## config.mk

```make
export PLATFORM = sky130hd
export DESIGN_NAME = page_table_range_permission_check
export DESIGN_NICKNAME = d
export VERILOG_FILES = /design/src/rtl/core/ptrpc_pkg.sv /design/src/rtl/core/ptrpc_ctrl.sv /design/src/rtl/core/ptrpc_dp.sv /design/src/rtl/core/page_table_range_permission_check.sv
export VERILOG_INCLUDE_DIRS = /design/src /design/src/rtl/core
export SDC_FILE = /design/constraint.sdc
export NUM_CORES = 1
export LEC_CHECK = 0
export ABC_AREA = 1
export BUFFER_PORTS_ARGS = -buffer_cell sky130_fd_sc_hd__buf_4
export CAP_MARGIN = 40
export CELL_PAD_IN_SITES_DETAIL_PLACEMENT = 1
export CELL_PAD_IN_SITES_GLOBAL_PLACEMENT = 2
export CORE_MARGIN = 2
export CORE_UTILIZATION = 39
export DETAILED_ROUTE_END_ITERATION = 12
export PLACE_DENSITY = 0.82
export SLEW_MARGIN = 10
export SYNTH_ARGS = -nofsm -noshare
export SYNTH_HDL_FRONTEND = slang
export SYNTH_SLANG_ARGS = --single-unit
```

## constraint.sdc

```tcl
create_clock -name clk_i -period 5.1 [get_ports clk_i]
set_input_delay 0.255 -clock clk_i [delete_from_list [all_inputs] [get_ports clk_i]]
set_output_delay 0.255 -clock clk_i [all_outputs]
set_load 0.01 [all_outputs]
```

## src/rtl/core/assert_macros.svh

```systemverilog
// Concurrent assertion macros used by the top level of the RTL
`ifndef ASSERT_MACROS_SVH
`define ASSERT_MACROS_SVH
`ifndef SYNTH
`define ASSERT_RST(lbl, clk, rstn, prop, msg) \
  lbl: assert property (@(posedge clk) disable iff (!rstn) (prop)) else $error(msg);
`define ASSERT_ALWAYS(lbl, clk, prop, msg) \
  lbl: assert property (@(posedge clk) (prop)) else $error(msg);
`else
`define ASSERT_RST(lbl, clk, rstn, prop, msg)
`define ASSERT_ALWAYS(lbl, clk, prop, msg)
`endif
`endif

```

## src/rtl/core/ptrpc_pkg.sv

```systemverilog
// Types and constants of the page table range permission check
package ptrpc_pkg;

  localparam int TABLE_ENTRIES = 128;
  localparam int PAGE_SHIFT    = 13;
  localparam int IDX_W         = $clog2(TABLE_ENTRIES);
  localparam int FUNC_W        = 2;
  localparam int PROT_W        = 3;
  localparam int FRAME_W       = 10;
  localparam int NFRAMES_W     = 11;
  localparam int ADDR_W        = 32;
  localparam int LEN_W         = 31;
  localparam int STATUS_W      = 3;
  localparam logic [NFRAMES_W-1:0] NUM_FRAMES_RST = NFRAMES_W'(1024);

  typedef enum logic [FUNC_W-1:0] {
    FUNC_SET = 2'd0,
    FUNC_CLR = 2'd1,
    FUNC_CHK = 2'd2
  } func_e;

  typedef enum logic [STATUS_W-1:0] {
    ST_OK              = 3'd0,
    ST_BADARG          = 3'd1,
    ST_BELOW           = 3'd2,
    ST_ABOVE           = 3'd3,
    ST_INVALID         = 3'd4,
    ST_PROT            = 3'd5,
    ST_ALREADY_VALID   = 3'd6,
    ST_ALREADY_INVALID = 3'd7
  } status_e;

  typedef enum logic [1:0] {
    S_IDLE   = 2'd0,
    S_DECODE = 2'd1,
    S_WALK   = 2'd2
  } state_e;

  typedef struct packed {
    logic    load;
    logic    set_en;
    logic    clr_en;
    logic    walk_start;
    logic    walk_adv;
    logic    emit;
    status_e status;
    logic    fault_sel;
  } dp_cmd_t;

  typedef struct packed {
    logic [FUNC_W-1:0] func;
    logic              frame_bad;
    logic              page_valid;
    logic              chk_badarg;
    logic              chk_below;
    logic              chk_above;
    logic              cur_valid;
    logic              prot_match;
    logic              cur_last;
  } dp_stat_t;

endpackage

```

## src/rtl/core/ptrpc_ctrl.sv

```systemverilog
// Controller state machine of the page table range permission check
module ptrpc_ctrl import ptrpc_pkg::*; (
  input  logic     clk_i,
  input  logic     rst_ni,
  input  logic     start,
  output logic     busy,
  input  dp_stat_t stat_i,
  output dp_cmd_t  cmd_o
);

  state_e state_q, state_d;

  always_ff @(posedge clk_i or negedge rst_ni) begin
    if (!rst_ni) begin
      state_q <= S_IDLE;
    end else begin
      state_q <= state_d;
    end
  end

  assign busy = (state_q != S_IDLE);

  always_comb begin
    state_d = state_q;
    case (state_q)
      S_IDLE: begin
        if (start) begin
          state_d = S_DECODE;
        end
      end
      S_DECODE: begin
        if ((func_e'(stat_i.func) == FUNC_CHK) && !stat_i.chk_badarg &&
            !stat_i.chk_below && !stat_i.chk_above) begin
          state_d = S_WALK;
        end else begin
          state_d = S_IDLE;
        end
      end
      S_WALK: begin
        if (!stat_i.cur_valid || !stat_i.prot_match || stat_i.cur_last) begin
          state_d = S_IDLE;
        end
      end
      default: begin
        state_d = S_IDLE;
      end
    endcase
  end

  always_comb begin
    cmd_o = '0;
    cmd_o.status = ST_BADARG;
    case (state_q)
      S_IDLE: begin
        cmd_o.load = start;
      end
      S_DECODE: begin
        case (func_e'(stat_i.func))
          FUNC_SET: begin
            cmd_o.emit = 1'b1;
            if (stat_i.frame_bad) begin
              cmd_o.status = ST_BADARG;
            end else if (stat_i.page_valid) begin
              cmd_o.status = ST_ALREADY_VALID;
            end else begin
              cmd_o.status = ST_OK;
              cmd_o.set_en = 1'b1;
            end
          end
          FUNC_CLR: begin
            cmd_o.emit = 1'b1;
            if (!stat_i.page_valid) begin
              cmd_o.status = ST_ALREADY_INVALID;
            end else begin
              cmd_o.status = ST_OK;
              cmd_o.clr_en = 1'b1;
            end
          end
          FUNC_CHK: begin
            if (stat_i.chk_badarg) begin
              cmd_o.emit   = 1'b1;
              cmd_o.status = ST_BADARG;
            end else if (stat_i.chk_below) begin
              cmd_o.emit   = 1'b1;
              cmd_o.status = ST_BELOW;
            end else if (stat_i.chk_above) begin
              cmd_o.emit   = 1'b1;
              cmd_o.status = ST_ABOVE;
            end else begin
              cmd_o.walk_start = 1'b1;
            end
          end
          default: begin
            cmd_o.emit   = 1'b1;
            cmd_o.status = ST_BADARG;
          end
        endcase
      end
      S_WALK: begin
        if (!stat_i.cur_valid) begin
          cmd_o.emit      = 1'b1;
          cmd_o.status    = ST_INVALID;
          cmd_o.fault_sel = 1'b1;
        end else if (!stat_i.prot_match) begin
          cmd_o.emit      = 1'b1;
          cmd_o.status    = ST_PROT;
          cmd_o.fault_sel = 1'b1;
        end else if (stat_i.cur_last) begin
          cmd_o.emit   = 1'b1;
          cmd_o.status = ST_OK;
        end else begin
          cmd_o.walk_adv = 1'b1;
        end
      end
      default: begin
        cmd_o = '0;
        cmd_o.status = ST_BADARG;
      end
    endcase
  end

endmodule

```

## src/rtl/core/ptrpc_dp.sv

```systemverilog
// Datapath of the page table range permission check: table, walk counter, result
module ptrpc_dp import ptrpc_pkg::*; (
  input  logic                 clk_i,
  input  logic                 rst_ni,
  input  logic                 cfg_we_i,
  input  logic [NFRAMES_W-1:0] cfg_wdata_i,
  input  logic [FUNC_W-1:0]    func_i,
  input  logic [IDX_W-1:0]     page_i,
  input  logic [PROT_W-1:0]    prot_i,
  input  logic [FRAME_W-1:0]   frame_i,
  input  logic [ADDR_W-1:0]    address_i,
  input  logic [LEN_W-1:0]     length_i,
  input  dp_cmd_t              cmd_i,
  output dp_stat_t             stat_o,
  output logic                 valid_o,
  output logic [STATUS_W-1:0]  status_o,
  output logic [IDX_W-1:0]     fault_page_o
);

  localparam int FIRST_W = ADDR_W - PAGE_SHIFT;
  localparam int END_W   = ADDR_W + 1;
  localparam int LAST_W  = END_W - PAGE_SHIFT;

  logic [NFRAMES_W-1:0]     num_frames_q;
  logic [FUNC_W-1:0]        func_q;
  logic [IDX_W-1:0]         page_q;
  logic [PROT_W-1:0]        prot_q;
  logic [FRAME_W-1:0]       frame_q;
  logic [ADDR_W-1:0]        address_q;
  logic [LEN_W-1:0]         length_q;
  logic [TABLE_ENTRIES-1:0] valid_q;
  logic [PROT_W-1:0]        prot_mem [TABLE_ENTRIES];
  logic [PROT_W-1:0]        rd_q;
  logic [IDX_W-1:0]         cur_q, cur_d;
  logic [IDX_W-1:0]         last_q;
  logic                     res_valid_q;
  logic [STATUS_W-1:0]      status_q;
  logic [IDX_W-1:0]         fault_q;

  logic [FIRST_W-1:0] first_pg;
  logic [END_W-1:0]   end_addr;
  logic [LAST_W-1:0]  last_pg;

  always_ff @(posedge clk_i or negedge rst_ni) begin
    if (!rst_ni) begin
      num_frames_q <= NUM_FRAMES_RST;
    end else if (cfg_we_i) begin
      num_frames_q <= cfg_wdata_i;
    end
  end

  always_ff @(posedge clk_i) begin
    if (cmd_i.load) begin
      func_q    <= func_i;
      page_q    <= page_i;
      prot_q    <= prot_i;
      frame_q   <= frame_i;
      address_q <= address_i;
      length_q  <= length_i;
    end
  end

  assign first_pg = address_q[ADDR_W-1:PAGE_SHIFT];
  assign end_addr = {1'b0, address_q} + END_W'(length_q) - END_W'(1);
  assign last_pg  = end_addr[END_W-1:PAGE_SHIFT];

  always_ff @(posedge clk_i or negedge rst_ni) begin
    if (!rst_ni) begin
      valid_q <= '0;
    end else if (cmd_i.set_en) begin
      valid_q[page_q] <= 1'b1;
    end else if (cmd_i.clr_en) begin
      valid_q[page_q] <= 1'b0;
    end
  end

  always_comb begin
    cur_d = cur_q;
    if (cmd_i.walk_start) begin
      cur_d = first_pg[IDX_W-1:0];
    end else if (cmd_i.walk_adv) begin
      cur_d = cur_q + IDX_W'(1);
    end
  end

  always_ff @(posedge clk_i) begin
    cur_q <= cur_d;
    if (cmd_i.walk_start) begin
      last_q <= last_pg[IDX_W-1:0];
    end
  end

  always_ff @(posedge clk_i) begin
    if (cmd_i.set_en) begin
      prot_mem[page_q] <= prot_q;
    end
    rd_q <= prot_mem[cur_d];
  end

  always_ff @(posedge clk_i or negedge rst_ni) begin
    if (!rst_ni) begin
      res_valid_q <= 1'b0;
    end else begin
      res_valid_q <= cmd_i.emit;
    end
  end

  always_ff @(posedge clk_i) begin
    if (cmd_i.emit) begin
      status_q <= cmd_i.status;
      fault_q  <= cmd_i.fault_sel ? cur_q : '0;
    end
  end

  always_comb begin
    stat_o.func       = func_q;
    stat_o.frame_bad  = ({1'b0, frame_q} >= num_frames_q);
    stat_o.page_valid = valid_q[page_q];
    stat_o.chk_badarg = (address_q == '0) || (length_q == '0);
    stat_o.chk_below  = (first_pg < FIRST_W'(TABLE_ENTRIES));
    stat_o.chk_above  = (last_pg >= LAST_W'(2 * TABLE_ENTRIES));
    stat_o.cur_valid  = valid_q[cur_q];
    stat_o.prot_match = (rd_q == prot_q);
    stat_o.cur_last   = (cur_q == last_q);
  end

  assign valid_o      = res_valid_q;
  assign status_o     = status_q;
  assign fault_page_o = fault_q;

endmodule

```

## src/rtl/core/page_table_range_permission_check.sv

```systemverilog
// Top level of the page table range permission check
// Set and clear are decided in DECODE and their result registered to valid_o;
// a check walks pages in WALK up to and including the first failing page (or
// all pages of the buffer), since the protection table has one read port and
// the walk reads one entry per cycle. Range and argument errors of a check
// return from DECODE. Each result is shown for exactly one cycle with valid_o
// and cannot be held off; busy drops in that cycle, so the next start may
// coincide with it. Valid bits reset cleared at once, so no clearing pass
// follows reset. Write num_frames only while busy is low.
`include "assert_macros.svh"

module page_table_range_permission_check import ptrpc_pkg::*; (
  input  logic                 clk_i,
  input  logic                 rst_ni,
  input  logic                 cfg_we_i,
  input  logic [NFRAMES_W-1:0] cfg_wdata_i,
  input  logic                 start,
  output logic                 busy,
  input  logic [FUNC_W-1:0]    func_i,
  input  logic [IDX_W-1:0]     page_i,
  input  logic [PROT_W-1:0]    prot_i,
  input  logic [FRAME_W-1:0]   frame_i,
  input  logic [ADDR_W-1:0]    address_i,
  input  logic [LEN_W-1:0]     length_i,
  output logic                 valid_o,
  output logic [STATUS_W-1:0]  status_o,
  output logic [IDX_W-1:0]     fault_page_o
);

  dp_cmd_t  cmd;
  dp_stat_t stat;

  ptrpc_ctrl u_ctrl (
    .clk_i  (clk_i),
    .rst_ni (rst_ni),
    .start  (start),
    .busy   (busy),
    .stat_i (stat),
    .cmd_o  (cmd)
  );

  ptrpc_dp u_dp (
    .clk_i        (clk_i),
    .rst_ni       (rst_ni),
    .cfg_we_i     (cfg_we_i),
    .cfg_wdata_i  (cfg_wdata_i),
    .func_i       (func_i),
    .page_i       (page_i),
    .prot_i       (prot_i),
    .frame_i      (frame_i),
    .address_i    (address_i),
    .length_i     (length_i),
    .cmd_i        (cmd),
    .stat_o       (stat),
    .valid_o      (valid_o),
    .status_o     (status_o),
    .fault_page_o (fault_page_o)
  );

`ASSERT_RST(a_accept_busy, clk_i, rst_ni, (start && !busy) |=> busy, "accepted beat did not raise busy")
`ASSERT_RST(a_result_idle, clk_i, rst_ni, valid_o |-> !busy, "result strobe while busy")
`ASSERT_RST(a_result_single, clk_i, rst_ni, valid_o |=> !valid_o, "result strobe held two cycles")
`ASSERT_RST(a_fault_status, clk_i, rst_ni, (valid_o && (fault_page_o != '0)) |-> ((status_o == ST_INVALID) || (status_o == ST_PROT)), "fault page set for a status without fault")
`ASSERT_RST(a_table_stable, clk_i, rst_ni, (cmd.set_en || cmd.clr_en) |-> cmd.emit, "table written without a result")

endmodule

```

Word-level counts from Yosys, hierarchy flattened --
Memory sizes are Yosys's and may differ from the RTL's. A register that Yosys moved wholly into a read port is not among the register bits. Index checks and enable logic that the tools add are counted.
Operators by class: $add $sub $neg 3, reductions and logical operators 19, bitwise operators 3, multiplexer cells 44, $lt $le $gt $ge 6, equality and inequality tests 8
Operators with widths (number):
- 2-to-1 mux 128 bit | 2
- AND 128 bit | 1
- NOT 128 bit | 1
- bitwise OR 128 bit | 1
- adder 32 x 31 -> 33 bit | 1
- subtractor 33 x 1 -> 33 bit (second input constant) | 1
- zero test 32 bit | 1
- zero test 31 bit | 1
- 2-to-1 mux 1 bit | 21
- greater-or-equal comparator 20 x 9 -> 1 bit (second input constant) | 1
- 2-to-1 mux 4 bit | 5
- < comparator 19 x 8 -> 1 bit (second input constant) | 1
- < comparator 7 x 8 -> 1 bit (second input constant) | 2
- binary-select mux 1 bit (select 7 bit) | 2
- 2-to-1 mux 7 bit | 2
- 2-to-1 mux 3 bit | 4
- one-hot mux 4 bit (3 select lines) | 1
- greater-or-equal comparator 10 x 11 -> 1 bit | 1
- one-hot mux 4 bit (2 select lines) | 1
- adder 7 x 1 -> 7 bit (second input constant) | 1
- demux 1 bit (select 7 bit) | 1
- equality test 7 bit | 1
- greater-or-equal comparator 7 x 1 -> 1 bit (second input constant) | 1
- 2-to-1 mux 2 bit | 3
- 13 further kinds | 26
Word-level totals: word-level logic and storage cells 98, input bits 100, memories 1, output and inout bits 12, flip-flop bits (word level) 251, RAM bits 384
Memories:
- u_dp.prot_mem | depth 128, bits a word 3, rd ports 1, clocked after Yosys merged registers in 1, write ports 1, RTL line ptrpc_dp.sv:32 | logic [PROT_W-1:0] prot_mem [TABLE_ENTRIES];

Logic depth before layout (Yosys ltp) --
depth after elaboration 10, depth in mapped cells 34, gate-level depth less buffers 32

Hierarchy --
From an unflattened synthesis, not the netlist that was laid out.
Unflattened totals: cells, all modules 3552, area, all modules 32048.2 um^2
By module, submodules not included:
- ptrpc_dp | area each 31706.7 um^2, times used 1, seq. area each 18298.8 um^2, cells an instance 3491
- ptrpc_ctrl | area each 341.6 um^2, times used 1, seq. area each 50.0 um^2, cells an instance 61

Least setup slack after synthesis --
OpenSTA, ideal clock, no wires.
path type register to register, start point reg u_dp.prot_q[1], end point reg u_dp.rd_q[0], read port of u_dp.prot_mem, slack 1.208 ns, path buffers 2, setup time 0.113 ns, data arrival time 3.779 ns, data required time 4.987 ns, stages on the path, launching flop included 22, period minus slack after synthesis 3.892 ns, cells stage by stage edfxtp_1 > xnor2_1 > and3_1 > inv_1 > nor2_1 > nand4_1 > inv_2 > nand2_1 > nand2_1 > nand2_1 > nand2_1 > o21ai_2 > inv_2 > buf_4 > buf_2 > nand3_1 > nand3_1 > nand3_1 > nand3_1 > nand2_1 > nand2_1 > nand2_1
On the way: cells in the longest elaborated chain, start to end 6
Ends and longest elaborated chain:
- from (decl) | RTL line ptrpc_dp.sv:27 | logic [PROT_W-1:0] prot_q;
- from (signal assigned) | RTL line ptrpc_dp.sv:56 | prot_q <= prot_i;
- equality test 3 bit | RTL line ptrpc_dp.sv:123 | stat_o.prot_match = (rd_q == prot_q);
- 2-to-1 mux 1 bit | RTL line ptrpc_ctrl.sv:104 | end else if (!stat_i.prot_match) begin
- 2-to-1 mux 1 bit | RTL line ptrpc_ctrl.sv:100 | if (!stat_i.cur_valid) begin
- 2-to-1 mux 1 bit | RTL line ptrpc_ctrl.sv:53 | case (state_q)
- 2-to-1 mux 7 bit | RTL line ptrpc_dp.sv:81 | end else if (cmd_i.walk_adv) begin
- 2-to-1 mux 7 bit | RTL line ptrpc_dp.sv:79 | if (cmd_i.walk_start) begin
- via u_dp.cur_d[2] | RTL line ptrpc_dp.sv:34 | logic [IDX_W-1:0] cur_q, cur_d;
- to (decl) | RTL line ptrpc_dp.sv:33 | logic [PROT_W-1:0] rd_q;
The timed path passes the listed nets, and every way through them passes these cells. A chain may end at the register's enable or synchronous reset.

Worst setup path after layout --
start point reg u_dp.address_q[13], end point reg u_dp.rd_q[1], read port of u_dp.prot_mem
On the way: cells in the longest elaborated chain, start to end 9, elaborated cells between the ends (all ways) 12, classes of those cells add/sub (2); order compare (2); mux (6); reduce/logical (2)
Ends and longest elaborated chain:
- from (decl) | RTL line ptrpc_dp.sv:29 | logic [ADDR_W-1:0] address_q;
- from (signal assigned) | RTL line ptrpc_dp.sv:58 | address_q <= address_i;
- adder 32 x 31 -> 33 bit | RTL line ptrpc_dp.sv:64 | assign end_addr = {1'b0, address_q} + END_W'(length_q) - END_W'(1);
- subtractor 33 x 1 -> 33 bit | RTL line ptrpc_dp.sv:64
- greater-or-equal comparator 20 x 9 -> 1 bit | RTL line ptrpc_dp.sv:121 | stat_o.chk_above = (last_pg >= LAST_W'(2 * TABLE_ENTRIES));
- 2-to-1 mux 1 bit | RTL line ptrpc_ctrl.sv:86 | end else if (stat_i.chk_above) begin
- 2-to-1 mux 1 bit | RTL line ptrpc_ctrl.sv:83 | end else if (stat_i.chk_below) begin
- 2-to-1 mux 1 bit | RTL line ptrpc_ctrl.sv:80 | if (stat_i.chk_badarg) begin
- 2-to-1 mux 1 bit | RTL line ptrpc_ctrl.sv:58 | case (func_e'(stat_i.func))
- 2-to-1 mux 3 bit | RTL line ptrpc_ctrl.sv:53
- 2-to-1 mux 7 bit (*) | RTL line ptrpc_dp.sv:79
Every way passes the cells marked *; elsewhere a longest branch is shown, timed or not.

==> reports/metrics.cfg <==
[status]
status = finished clean

[yosys]
synth.most_common_cell = nand2_1
netlist-cell-type-count = 55
synth-edff-count = 486
yosys.area.top_type = edfxtp_1
ys_seq_area_share_pct = 56.0
synth_cells = 3759
syn_area_sq_um = 32700
netlist.area_leader.share_pct = 44.6
synth_top_flop_cell = edfxtp_1
synthTopCellsByCount = 937 x nand2_1, 641 x inv_1, 486 x edfxtp_1, 443 x nand3_1, 326 x o21ai_0
syn-num-nets = 3933
yosys_warnings = 0
ys_ff_latch = 638
ys_top_cells_by_area = edfxtp_1 45%, dfrtp_1 11%, nand2_1 11%, inv_1 7.3%, nand3_1 6.8%
async_flop_share_pct = 22.3
syn_avg_cell_area_sq_um = 8.71

[sta]
tightest_slew_ns = 0.923
finalSetupTns_ns = 0
setup_ws_ns = 0.287
clock_skew_ns = 0.0293
whs_ns = 0.0497
setup_violations = 0
hold_violations = 0
fin_crit_sh_pct = 94.4
fin_crit_ns = 4.81
relSlewSlack_pct = 38.5
drv_slew = 0
fmax_ghz = 0.208
rsz0062_at_grt = false

[floorplan]
ioPinCount = 112
die_y_um = 294
dieArea_sq_um = 86300
placement_rows = 106
die_w_um = 294
initial_utilization_pct = 39.2
core_sq_um = 83400

[setup_path]
start_kind = flip-flop
slowest_stage = edfxtp_1
arrival_ns = 5.34
reg2reg_to = u_dp.rd_q[1]
r2r-start = u_dp.address_q[13]
crit_start = u_dp.address_q[13]
rr_worst_depth = 27
worstSetupEndpoint = u_dp.rd_q[1]
end_kind = flip-flop
critPathMaxFanout = 14
cp.required_ns = 5.62
worst-setup-path-type = reg2reg
crit_top_cell = nand3_1
slowest_delay_ns = 0.41
r2r_slack_ns = 0.29

[detailed_routing]
ant_nets = 0
drt_iter0_markers = 2151
avgRoutedWirePerCell_um = 22.1
route.vias.total = 26980
drt-total-wl_um = 114000
firstDrtPassIters = 5
viasPerCell = 5.24
route.detailed.drc = 0

[clock_network]
root_buffer = clkbuf_16
clkSinkCount = 638
clockBufferDepth = 3
htreeDepth = 3
cts.reportedPaths.clkPinSlew_ns = 0.06
cts_buffers = 77
cts_tree = built
clk-insertion-delay-late_ns = 0.64

[final_layout]
drive_gt1_share_pct = 9.39
area_growth_pct = 19.7
nFillCells = 9534
final_core_util_pct = 47.0
final_nets = 4177

[global_route]
grt_max_degree = 136
globalRouteOverflowTotal = 0
grt_usage_pct = 26.0
grt_antenna_before_repair = 0
grt_pass1_wl_um = 171000
first_global_vias = 27996
top_usage_layer = met2
met2_usage_pct = 44.0
use_met1_pct = 34.6
met3_usage_pct = 3.32

[flow_run]
drv_cap = 0

[placement]
routabilityCongestion = 0.889
hpwl_um = 75400
dp_slack_ns = 0.132
io_buffers = 111

[min_path]
min_path_type = in2reg
hp-start = cfg_we_i

[power]
ir_drop_v = 0.000300
p_per_area_nw_per_um2 = 396
p_leak_nw = 16.8

[critical path, delay by kind of cell, from the launching register on]
family,cells,cell delay [ns]
adders and majority gates,2,0.64
and+or+nand+nor,20,2.96
buffers and inverters,4,0.53
DFF,1,0.41
AOI/OAI and AO/OA,1,0.16
[through the flow]
stage | cell area (sq um) | instances | total power (W)
floorplan | 32700 | 3759 | 0.00853
global placement | 35100 | 4863 | 0.00985
detailed placement | 35200 | 4868 | 0.00991
CTS | 38900 | 5127 | 0.0156
global route | 39200 | 5146 | 0.0162
finish | 39200 | 5147 | 0.0155
[report_power, final]
group / internal (W) / switching [W]
combinational: 0.00111 / 0.00256
sequential: 0.00609 / 0.000172
clock: 0.00326 / 0.00232
total: 0.0105 / 0.00505
[layout by cell type (no fill, tap or decap), types with 23 or more instances in the layout]
| cell type | count |
|---|---|
| clkbuf_16 | 79 |
| a21oi_1 | 47 |
| dlygate4sd3_1 | 117 |
| inv_1 | 639 |
| nand2_1 | 936 |
| o21ai_0 | 325 |
| buf_4 | 180 |
| edfxtp_1 | 486 |
| ha_1 | 74 |
| nand4_1 | 27 |
| buf_12 | 26 |
| nand3b_1 | 23 |
| nor2_1 | 271 |
| dfrtp_1 | 141 |
| nand3_1 | 439 |
[timing repair]
| item | CTS | global route |
|---|---|---|
| hold endpoints to repair | 239 | 0 |
| endpoints found under the setup margin | 0 | 3 |
| setup buffers | 0 | 15 |
| resized for setup | 0 | 14 |
| hold buffers | 117 | 0 |
[kinds of logic after synthesis]
| logic type | synth area share (%) |
|---|---|
| AOI/OAI and AO/OA | 7.74 |
| xor gates and xnor gates | 0.562 |
| DFF | 56.0 |
| muxes | 0.0344 |
| buffers and inverters | 10.1 |
| adders and majority gates | 2.83 |
| and+or+nand+nor | 22.7 |
[how the worst min path moves through the flow]
| stage | end | slack [ns] | cells after the start |
|---|---|---|---|
| 6_report | u_dp.num_frames_q[5] | 0.05 | 2 |
| 5_1_grt | u_dp.num_frames_q[5] | 0.09 | 3 |
| 2_1_floorplan | asynchronous set/reset pin | -0.04 | 0 |
| 3_5_place_dp | u_dp.num_frames_q[2] | 0.09 | 1 |
| 4_1_cts | u_dp.num_frames_q[5] | 0.005 | 3 |
| 3_3_place_gp | u_dp.num_frames_q[4] | 0.09 | 1 |
[per-layer routing]
| metal | share of wire (%) | vias to the layer above |
|---|---|---|
| met2 | 48 | 637 |
| met4 | 3.3 | 0 |
| met1 | 44 | 13374 |
| met5 | 0 | - |
| li1 | - | 12789 |
| met3 | 4.5 | 180 |
[layout make-up]
class                      instances  area [sq um]  share of cell area (%)
sequential                       638         18400                    46.8
multi-input combinational       2304         11300                    28.9
timing repair buffer             329          3160                    8.05
inverter                         653          2460                    6.27
clock buffer                     100          2120                    5.40
tap                             1080          1350                    3.45
clock inverter                    42           430                    1.10
antenna                            1          2.50                 0.00639
Power figures use the tool's default switching activity.
